### config.mk
export PLATFORM = sky130hd
export DESIGN_NAME = query_frame_responder
export DESIGN_NICKNAME = d
export VERILOG_FILES = /design/src/rtl/qfr_pkg.sv /design/src/rtl/qfr_matcher.sv /design/src/rtl/qfr_sender.sv /design/src/rtl/query_frame_responder.sv
export VERILOG_INCLUDE_DIRS = /design/src /design/src/rtl
export SDC_FILE = /design/constraint.sdc
export NUM_CORES = 1
export LEC_CHECK = 0
export ABC_CLOCK_PERIOD_IN_PS = 8000
export BUFFER_PORTS_ARGS = -buffer_cell sky130_fd_sc_hd__buf_2
export CAP_MARGIN = 10
export CORE_MARGIN = 2
export CORE_UTILIZATION = 62
export DETAILED_ROUTE_END_ITERATION = 8
export PLACE_DENSITY = 0.8
export SLEW_MARGIN = 25
export SYNTH_ARGS = -nofsm -noshare
export SYNTH_HDL_FRONTEND = slang
export SYNTH_SLANG_ARGS = --single-unit
### constraint.sdc
create_clock -name clk -period 8 [get_ports clk]
set_clock_uncertainty 0.15 [all_clocks]
set_input_delay 1.6 -clock clk [delete_from_list [all_inputs] [get_ports clk]]
set_output_delay 1.6 -clock clk [all_outputs]
set_load 0.02 [all_outputs]
### src/rtl/query_frame_responder_macros.svh
// Assertion macros used by the reply sender of the query frame responder.
`ifndef QUERY_FRAME_RESPONDER_MACROS_SVH
`define QUERY_FRAME_RESPONDER_MACROS_SVH

// The consequent must hold in the same cycle as the antecedent.
`define QFR_ASSERT_NOW(label, clk, rst_n, ante, cons, msg) \
    label: assert property (@(posedge clk) disable iff (!rst_n) (ante) |-> (cons)) \
        else $error(msg);

// The consequent must hold in the cycle after the antecedent.
`define QFR_ASSERT_NEXT(label, clk, rst_n, ante, cons, msg) \
    label: assert property (@(posedge clk) disable iff (!rst_n) (ante) |=> (cons)) \
        else $error(msg);

`endif

### src/rtl/qfr_pkg.sv
`default_nettype none

package qfr_pkg;

    // Query frame ">QS1?" and its checksum position.
    localparam int QUERY_LEN = 5;

    localparam logic [7:0] CHAR_START  = 8'h3E; // '>'
    localparam logic [7:0] CHAR_Q      = 8'h51; // 'Q'
    localparam logic [7:0] CHAR_S      = 8'h53; // 'S'
    localparam logic [7:0] CHAR_ONE    = 8'h31; // '1'
    localparam logic [7:0] CHAR_QMARK  = 8'h3F; // '?'
    localparam logic [7:0] CHAR_COLON  = 8'h3A; // ':'
    localparam logic [7:0] CHAR_C      = 8'h43; // 'C'
    localparam logic [3:0] ASCII_DIGIT = 4'h3;  // high nibble of '0'..'9'

    // Matcher positions.
    localparam logic [2:0] POS_IDLE     = 3'd0;
    localparam logic [2:0] POS_CHECKSUM = 3'd5;

    // Reply frame layout.
    localparam int REPLY_LEN   = 11;
    localparam int DIGIT_COUNT = 5;

    localparam logic [3:0] IDX_START  = 4'd0;
    localparam logic [3:0] IDX_S      = 4'd1;
    localparam logic [3:0] IDX_ONE    = 4'd2;
    localparam logic [3:0] IDX_COLON  = 4'd3;
    localparam logic [3:0] IDX_DIGIT0 = 4'd4;
    localparam logic [3:0] IDX_DIGIT4 = 4'd8;
    localparam logic [3:0] IDX_C      = 4'd9;
    localparam logic [3:0] IDX_SUM    = 4'd10;

    // Reciprocal of ten: (v * DIV10_MUL) >> DIV10_SHIFT equals v / 10 for any 16-bit v.
    localparam logic [16:0] DIV10_MUL   = 17'd52429;
    localparam int          DIV10_SHIFT = 19;

    typedef struct packed {
        logic [7:0]  rx_byte;
        logic [15:0] temperature;
    } qfr_query_t;

    typedef struct packed {
        logic [7:0] tx_byte;
        logic       last_byte;
    } qfr_reply_t;

    // Request from the matcher to the reply sender.
    typedef struct packed {
        logic        valid;
        logic [15:0] temperature;
    } qfr_req_t;

    function automatic logic [7:0] query_char(input logic [2:0] pos);
        logic [7:0] c;
        case (pos)
            3'd0:    c = CHAR_START;
            3'd1:    c = CHAR_Q;
            3'd2:    c = CHAR_S;
            3'd3:    c = CHAR_ONE;
            3'd4:    c = CHAR_QMARK;
            default: c = CHAR_START;
        endcase
        return c;
    endfunction

endpackage

`default_nettype wire

### src/rtl/qfr_matcher.sv
`default_nettype none

module qfr_matcher
    import qfr_pkg::*;
(
    input  wire logic       clk,
    input  wire logic       rst_n,
    input  wire logic       query_valid,
    output logic            query_ready,
    input  wire qfr_query_t query,
    output qfr_req_t        req,
    input  wire logic       req_ready
);

    logic [2:0]  pos_reg, pos_next;
    logic [7:0]  sum_reg, sum_next;
    logic        req_valid_reg, req_valid_next;
    logic [15:0] req_temp_reg, req_temp_next;
    logic        accept;

    // Only a checksum byte can raise a request, so only that position waits for the sender.
    assign query_ready = !((pos_reg == POS_CHECKSUM) && req_valid_reg);
    assign accept      = query_valid && query_ready;

    always_comb
    begin
        pos_next       = pos_reg;
        sum_next       = sum_reg;
        req_valid_next = req_valid_reg && !req_ready;
        req_temp_next  = req_temp_reg;
        if (accept)
        begin
            if (pos_reg == POS_IDLE || pos_reg > POS_CHECKSUM)
            begin
                if (query.rx_byte == CHAR_START)
                begin
                    pos_next = 3'd1;
                    sum_next = query.rx_byte;
                end
                else
                begin
                    pos_next = POS_IDLE;
                end
            end
            else if (pos_reg < POS_CHECKSUM)
            begin
                if (query.rx_byte == query_char(pos_reg))
                begin
                    pos_next = pos_reg + 3'd1;
                    sum_next = sum_reg + query.rx_byte;
                end
                else
                begin
                    pos_next = POS_IDLE;
                end
            end
            else
            begin
                pos_next = POS_IDLE;
                if (query.rx_byte == sum_reg)
                begin
                    req_valid_next = 1'b1;
                    req_temp_next  = query.temperature;
                end
            end
        end
    end

    always_ff @(posedge clk or negedge rst_n)
    begin
        if (!rst_n)
        begin
            pos_reg       <= POS_IDLE;
            sum_reg       <= 8'd0;
            req_valid_reg <= 1'b0;
        end
        else
        begin
            pos_reg       <= pos_next;
            sum_reg       <= sum_next;
            req_valid_reg <= req_valid_next;
        end
    end

    always_ff @(posedge clk)
    begin
        req_temp_reg <= req_temp_next;
    end

    assign req.valid       = req_valid_reg;
    assign req.temperature = req_temp_reg;

endmodule

`default_nettype wire

### src/rtl/qfr_sender.sv
`default_nettype none

`include "query_frame_responder_macros.svh"

module qfr_sender
    import qfr_pkg::*;
(
    input  wire logic     clk,
    input  wire logic     rst_n,
    input  wire qfr_req_t req,
    output logic          req_ready,
    output logic          reply_valid,
    input  wire logic     reply_ready,
    output qfr_reply_t    reply
);

    logic        busy_reg, busy_next;
    logic [3:0]  idx_reg, idx_next;
    logic [2:0]  conv_cnt_reg, conv_cnt_next;
    logic [15:0] value_reg, value_next;
    logic [19:0] digits_reg, digits_next;
    logic [7:0]  csum_reg, csum_next;
    logic        out_valid_reg, out_valid_next;
    qfr_reply_t  out_reg, out_next;

    logic        start;
    logic        conv_done;
    logic        emit;
    logic [32:0] product;
    logic [15:0] quotient;
    logic [15:0] remainder;
    logic [7:0]  cur_byte;

    assign req_ready = !busy_reg;
    assign start     = req.valid && !busy_reg;
    assign conv_done = (conv_cnt_reg == 3'(DIGIT_COUNT));

    // Decimal digits are produced least significant first, one division by ten a cycle.
    assign product   = value_reg * DIV10_MUL;
    assign quotient  = 16'(product >> DIV10_SHIFT);
    assign remainder = value_reg - ((quotient << 3) + (quotient << 1));

    assign emit = busy_reg && (!out_valid_reg || reply_ready)
                  && (idx_reg < IDX_DIGIT0 || conv_done);

    always_comb
    begin
        case (idx_reg)
            IDX_START: cur_byte = CHAR_START;
            IDX_S:     cur_byte = CHAR_S;
            IDX_ONE:   cur_byte = CHAR_ONE;
            IDX_COLON: cur_byte = CHAR_COLON;
            IDX_C:     cur_byte = CHAR_C;
            IDX_SUM:   cur_byte = csum_reg;
            default:   cur_byte = {ASCII_DIGIT, digits_reg[19:16]};
        endcase
    end

    always_comb
    begin
        busy_next      = busy_reg;
        idx_next       = idx_reg;
        conv_cnt_next  = conv_cnt_reg;
        value_next     = value_reg;
        digits_next    = digits_reg;
        csum_next      = csum_reg;
        out_valid_next = out_valid_reg && !reply_ready;
        out_next       = out_reg;

        if (start)
        begin
            busy_next     = 1'b1;
            idx_next      = IDX_START;
            conv_cnt_next = 3'd0;
            value_next    = req.temperature;
            csum_next     = 8'd0;
        end
        else if (busy_reg)
        begin
            if (!conv_done)
            begin
                conv_cnt_next = conv_cnt_reg + 3'd1;
                value_next    = quotient;
                digits_next   = {remainder[3:0], digits_reg[19:4]};
            end
            if (emit)
            begin
                out_valid_next     = 1'b1;
                out_next.tx_byte   = cur_byte;
                out_next.last_byte = (idx_reg == IDX_SUM);
                csum_next          = csum_reg + cur_byte;
                idx_next           = idx_reg + 4'd1;
                if (idx_reg >= IDX_DIGIT0 && idx_reg <= IDX_DIGIT4)
                begin
                    digits_next = {digits_reg[15:0], 4'd0};
                end
                if (idx_reg == IDX_SUM)
                begin
                    busy_next = 1'b0;
                end
            end
        end
    end

    always_ff @(posedge clk or negedge rst_n)
    begin
        if (!rst_n)
        begin
            busy_reg      <= 1'b0;
            idx_reg       <= IDX_START;
            conv_cnt_reg  <= 3'd0;
            out_valid_reg <= 1'b0;
        end
        else
        begin
            busy_reg      <= busy_next;
            idx_reg       <= idx_next;
            conv_cnt_reg  <= conv_cnt_next;
            out_valid_reg <= out_valid_next;
        end
    end

    always_ff @(posedge clk)
    begin
        value_reg  <= value_next;
        digits_reg <= digits_next;
        csum_reg   <= csum_next;
        out_reg    <= out_next;
    end

    assign reply_valid = out_valid_reg;
    assign reply       = out_reg;

    `QFR_ASSERT_NOW(a_digits_ready, clk, rst_n, emit && idx_reg >= IDX_DIGIT0, conv_done, "digit sent before conversion finished")
    `QFR_ASSERT_NEXT(a_start_loads, clk, rst_n, start, busy_reg && idx_reg == IDX_START, "reply did not start at its first byte")
    `QFR_ASSERT_NEXT(a_last_frees, clk, rst_n, emit && idx_reg == IDX_SUM, !busy_reg && reply.last_byte, "sender still busy after the final byte")
    `QFR_ASSERT_NOW(a_idx_range, clk, rst_n, busy_reg, idx_reg <= IDX_SUM, "reply index beyond the frame")

endmodule

`default_nettype wire

### src/rtl/query_frame_responder.sv
// Query frame responder.
// The query channel carries one received serial word per handshake (query_valid,
// query_ready, query): the byte itself and the temperature to report. The block
// looks for the frame ">QS1?" followed by a checksum word equal to the 8-bit sum
// of those five characters; a wrong character sends the matcher back to idle.
// When the checksum matches, the reply channel (reply_valid, reply_ready, reply)
// delivers eleven words: ">S1:", five zero-padded decimal digits of the
// temperature sampled with the checksum word, 'C', and the 8-bit sum of those
// ten bytes, which is flagged by last_byte.
// The first reply word reaches the output register after the request has passed
// the matcher's request register and started the sender. One division by ten a
// cycle converts the temperature while the fixed header goes out, and the first
// digit waits for the fifth of those steps.
// Query words are taken one per cycle while a reply is being sent; only a
// checksum word arriving while a requested reply still waits to start is held off.
// A stalled receiver freezes the output register and the sender's byte index.
// Reset clears the matcher, drops any pending or partly sent reply and empties
// the output register.
`default_nettype none

module query_frame_responder
    import qfr_pkg::*;
(
    input  wire logic       clk,
    input  wire logic       rst_n,
    input  wire logic       query_valid,
    output logic            query_ready,
    input  wire qfr_query_t query,
    output logic            reply_valid,
    input  wire logic       reply_ready,
    output qfr_reply_t      reply
);

    // Request handed from the frame matcher to the reply sender.
    qfr_req_t req;
    logic     req_ready;

    // Frame matcher: follows the query characters and checks the checksum word.
    qfr_matcher u_matcher (
        .clk         (clk),
        .rst_n       (rst_n),
        .query_valid (query_valid),
        .query_ready (query_ready),
        .query       (query),
        .req         (req),
        .req_ready   (req_ready)
    );

    // Reply sender: converts the temperature to decimal and streams the frame.
    qfr_sender u_sender (
        .clk         (clk),
        .rst_n       (rst_n),
        .req         (req),
        .req_ready   (req_ready),
        .reply_valid (reply_valid),
        .reply_ready (reply_ready),
        .reply       (reply)
    );

endmodule

`default_nettype wire
-- After elaboration in Yosys (flattened, before gate mapping)
Cells that the tools add are included.
Widths: inputs -> output; s select.
- flip-flop bits (word level): 90
- input bits: 28
- output and inout port bits: 11
- word-level logic and storage cells: 109
- $add $sub $neg: 7
- $mul: 1
- order comparisons: 5
- equal/unequal tests: 16
- multiplexer cells: 36
- bitwise gates (word level): 3
- reduce and logical (&&, ||, !) cells: 28
- operators with widths (cell ; count):
    $mux 20 ; 3
    $mux 8 ; 7
    $mux 16 ; 3
    $pmux 8 s6 ; 1
    $mul 16x16->32 const B ; 1
    $pmux 7 s4 ; 1
    $mux 3 ; 6
    $add 8x8->8 ; 2
    $eq 8x8->1 ; 2
    $mux 1 ; 12
    $mux 4 ; 3
    $eq 3x3->1 const B ; 3
    $eq 4x2->1 const B ; 2
    $eq 4x4->1 const B ; 2
    $eq 8x6->1 const B ; 1
    $logic_and 1x1->1 ; 8
    $reduce_and 2->1 ; 4
    $reduce_and 4->1 ; 2
    $reduce_bool 2->1 ; 4
    $add 3x1->3 const B ; 2
    $eq 3x2->1 const B ; 2
    $add 4x1->4 const B ; 1
    $add 4x4->4 ; 1
    $eq 4x1->1 const B ; 1
    other kinds (15) ; 22

-- Longest topological paths before layout
- word-level depth: 9
- mapped depth: 24
- depth with buffers taken out: 24

-- Hierarchy
From an unflattened synthesis, not the netlist that was laid out.
- cell total of the unflattened synthesis: 972
- area, all modules: 9615.5 sq um
- by module, submodules not included (module ; instances ; cells an instance ; area each (sq um) ; seq. area each (sq um)):
    qfr_sender ; 1 ; 829 ; 7938.9 ; 1736.7
    qfr_matcher ; 1 ; 143 ; 1676.6 ; 780.7

-- Worst setup path after synthesis
Ideal clock, no wire load.
- kind: register to register
- from: register u_sender.value_reg[10]
- to: register u_sender.digits_reg[19] (data pin)
- setup time: 0.269 ns
- arrival time: 5.397 ns
- required time: 7.581 ns
- slack: 2.184 ns
- stages on the path, launching flop included: 24
- buffers on the path: 0
- path through: edfxtp_1 > ha_1 > ha_1 > inv_1 > fa_1 > inv_1 > fa_1 > fa_1 > inv_1 > fa_1 > inv_1 > ha_1 > nand4_1 > nor2_1 > o21ai_0 > a21oi_1 > nor3_1 > o31ai_1 > xor2_1 > ha_1 > a211oi_1 > xnor2_1 > xnor2_1 > o21ai_0
- longest elaborated chain between the ends: 6
- RTL lines (item ; line ; source):
    start: declaration ; qfr_sender.sv:20 ; logic [15:0] value_reg, value_next;
    start signal: assignment ; qfr_sender.sv:125 ; value_reg <= value_next;
    $mul 16x16->32 (*) ; qfr_sender.sv:39 ; assign product = value_reg * DIV10_MUL;
    $add 4x4->4 (*) ; qfr_sender.sv:41 ; assign remainder = value_reg - ((quotient << 3) + (quotient << 1));
    $sub 4x4->4 (*) ; qfr_sender.sv:41 ;
    $mux 20 (*) ; qfr_sender.sv:80 ; if (!conv_done)
    $mux 20 ; qfr_sender.sv:93 ; if (idx_reg >= IDX_DIGIT0 && idx_reg <= IDX_DIGIT4)
    $mux 20 (*) ; qfr_sender.sv:86 ; if (emit)
    end signal: assignment ; qfr_sender.sv:126 ; digits_reg <= digits_next;
    end: declaration ; qfr_sender.sv:21 ; logic [19:0] digits_reg, digits_next;
Mark *: on every way between the ends. The rest lies on a longest branch, timed or not.
A chain may end at the register's enable or synchronous reset.

-- Worst setup path after layout
- from: register u_sender.value_reg[11]
- to: register u_sender.digits_reg[19] (data pin)
Same word-level chain as after synthesis.

==> flow_metrics.env <==
export IMPL_die_y_um=125
export IMPL_floorplan_core_area_um2=14500
export IMPL_cp_data_required_time_ns=7.91
export IMPL_worst_slew_pin_slew_ns=0.892
export IMPL_ys_ff_latch=90
export IMPL_row_count=44
export IMPL_p_leak_nw=4.84
export IMPL_dp_cells=1135
export IMPL_grt_antenna_before_repair=0
export IMPL_post_dp_cell_area_um2=9510
export IMPL_clkLatencyLatePin_ns=0.34
export IMPL_synthesis_nets=1196
export IMPL_insertedDiodeCount=0
export IMPL_cts_inserted_buffers=9
export IMPL_layout_nets=1229
export IMPL_layout_cells_most_common="inv_1"
export IMPL_post_drt_via_cell_ratio=5.55
export IMPL_crit_arrival_ns=6.24
export IMPL_grt_pass1_wl_um=32800
export IMPL_detailedRoute_firstPassIterationCount=4
export IMPL_count_of_distinct_cell_types_in_the_synthesized_netlist=53
export IMPL_powerDensity_nw_per_um2=188
export IMPL_dp_hpwl_um=15900
export IMPL_detail_route_wl_per_cell_um=16.7
export IMPL_largest_register_ffs=20
export IMPL_gr_total_overflow=0
export IMPL_outcome="finished, final reports clean"
export IMPL_pin_count_of_the_biggest_net_entering_global_routing=32
export IMPL_final_cells=1151
export IMPL_drive_above_1_share_pct=7.24
export IMPL_highest_count_cells_in_the_layout_ignoring_fill_and_taps="inv_1 (174), ha_1 (157), nand2_1 (94)"
export IMPL_h_tree_depth=3
export IMPL_synthesis_to_finish_area_growth_pct=7.37
export IMPL_cts_max_path_buffers=2
export IMPL_synth_cell_area_um2=9150
export IMPL_drv_cap=0
export IMPL_worst_setup_path_type="reg2reg"
export IMPL_ys_dominant_reg_cell="edfxtp_1"
export IMPL_whs_ns=0.330
export IMPL_tritoncts="yes"
export IMPL_clock_sink_count=90
export IMPL_ioPinCount=39
export IMPL_combined_global_route_utilization_of_all_metal_layers_pct=26.3
export IMPL_final_setup_viol_count=0
export IMPL_route_vias_total=6386
export IMPL_layout_worst_path_cycle_share_pct=79.1
export IMPL_syn_inst=929
export IMPL_starting_density_of_the_core_pct=63.2
export IMPL_yosys_warns=0
export IMPL_synth_seq_area_share_pct=27.5
export IMPL_worst_hold_path_type="reg2reg"
export IMPL_remaining_drc_errors=0
export IMPL_cts_resized_gates=0
export IMPL_end_kind="flip-flop"
export IMPL_design_die_area_um2=15700
export IMPL_final_setup_worst_slack_ns=1.67
export IMPL_route_antenna_remaining_nets=0
export IMPL_slew_limit_headroom_pct=40.2
export IMPL_timing_critical_path_from_type="flip-flop"
export IMPL_report_power_total_mw=1.84
export IMPL_timing_hold_violations_final=0
export IMPL_layout_core_utilization_pct=67.8
export IMPL_slew_viol_final=0
export IMPL_first_iter_violations=309
export IMPL_totalNegativeSetupSlack_ns=0
export IMPL_rsz_0062_raised_after_global_routing="false"
export IMPL_achievable_frequency_mhz=158
export IMPL_synth_enable_flop_cells=61
export IMPL_clkTransAtPathRegs_ns=0.07
export IMPL_period_needed_ns=6.33
export IMPL_peakVddDrop_v=0.000331
export IMPL_route_final_wire_length_um=19300
export IMPL_post_cts_buffers=0
export IMPL_finalInstanceArea_um2=9820
export IMPL_io_buffers=38
export IMPL_number_of_global_route_vias_before_repair=6741
export IMPL_quantity_of_hold_fixing_buffers_added_after_cts=0
export IMPL_avgSynthCellArea_um2=9.85
export IMPL_ys_async_sr_fraction_pct=23.3
export IMPL_placement_stage_worst_setup_slack_ns=1.70
export IMPL_globalplace_congestion=0.963
export IMPL_reg2reg_setup_slack_ns=1.67
export IMPL_crit_path_max_fanout=5
export IMPL_cts_root_buffer="clkbuf_16"
export IMPL_die_x_um=125
export IMPL_fillerInstances=1165
cell type report:
| type | instances | area, µm² | share of cell area [%] |
|---|---|---|---|
| inverter | 174 | 653 | 6.65 |
| clock inverter | 5 | 58.8 | 0.599 |
| tap | 184 | 230 | 2.34 |
| clock buffer | 11 | 254 | 2.59 |
| sequential | 90 | 2520 | 25.6 |
| multi-input combinational | 646 | 5900 | 60.0 |
| timing repair buffer | 41 | 213 | 2.17 |
routing by layer:
layer | up-vias | routed length [µm] | global-route usage (%)
li1 | 3146 | - | -
met1 | 3045 | 8500 | 35.1
met2 | 168 | 9380 | 44.4
met3 | 27 | 982 | 4.75
met4 | 0 | 413 | 7.52
met5 | - | 0 | 0
logic make-up after synthesis:
| family | synth area share [%] |
|---|---|
| AO/OA/AOI/OAI | 10.4 |
| XOR/XNOR | 3.45 |
| buffers and inverters | 8.10 |
| AND/OR/NAND/NOR | 10.8 |
| flip-flops | 27.5 |
| multiplexers | 0.356 |
| adder cells (fa/ha/maj) | 39.4 |
path summary, 6_finish.rpt:
check | end | cells past startpoint | from
max in group asynchronous | u_matcher.sum_reg[0] | 1 | rst_n
worst min register to register | u_sender.csum_reg[6] | 2 | u_sender.csum_reg[6]
worst max-delay path | u_sender.digits_reg[19] | 23 | u_sender.value_reg[11]
worst max register to register | u_sender.digits_reg[19] | 23 | u_sender.value_reg[11]
min in group asynchronous | u_matcher.sum_reg[5] | 1 | rst_n
worst min-delay path | u_sender.csum_reg[6] | 2 | u_sender.csum_reg[6]
power by group:
group	internal [mW]	switching (mW)	leakage (nW)	total [mW]
clock	0.263	0.183	0.151	0.446
sequential	0.665	0.0969	0.847	0.762
combinational	0.274	0.363	3.84	0.637
total	1.20	0.643	4.84	1.84
cell usage after synthesis (all sizes together) (2+ instances only):
master	instances	area (µm²)
nand2	94	353
edfxtp	61	1830
o22ai	3	25.0
a21oi	50	250
clkbuf	16	60.1
ha	157	1960
fa	82	1640
nor4	4	25.0
nor2	58	218
or4	2	18.8
nor3	12	60.1
buf	3	27.5
o21bai	7	52.6
o21ai	29	145
or2	2	12.5
nand3	10	50.1
dfrtp	21	526
mux2	2	22.5
nand3b	3	22.5
o31ai	4	30.0
nand4	9	62.6
or3	2	17.5
nor2b	5	33.8
inv	174	653
a211oi	5	37.5
a21o	20	150
and2	6	37.5
o21a	4	30.0
a22oi	3	36.3
nand2b	7	43.8
and3	2	12.5
xnor2	19	166
o211ai	5	42.5
xor2	17	149
dfxtp	8	160
a31oi	16	106
critical path, stage by stage, from the launching register on:
cell      delay (ns)
edfxtp_1        0.49
ha_1            0.36
ha_1            0.28
inv_1           0.05
fa_1            0.50
inv_1           0.05
fa_1            0.46
fa_1            0.54
inv_1           0.05
fa_1            0.53
inv_1           0.04
ha_1            0.30
nand4_1         0.12
nor2_1          0.18
o21ai_0         0.20
a21oi_1         0.25
nor3_1          0.07
o31ai_1         0.27
xor2_1          0.21
ha_1            0.28
a211oi_1        0.25
xnor2_1         0.18
xnor2_1         0.15
o21ai_0         0.08
No activity file was read; power rests on OpenSTA's default activity.
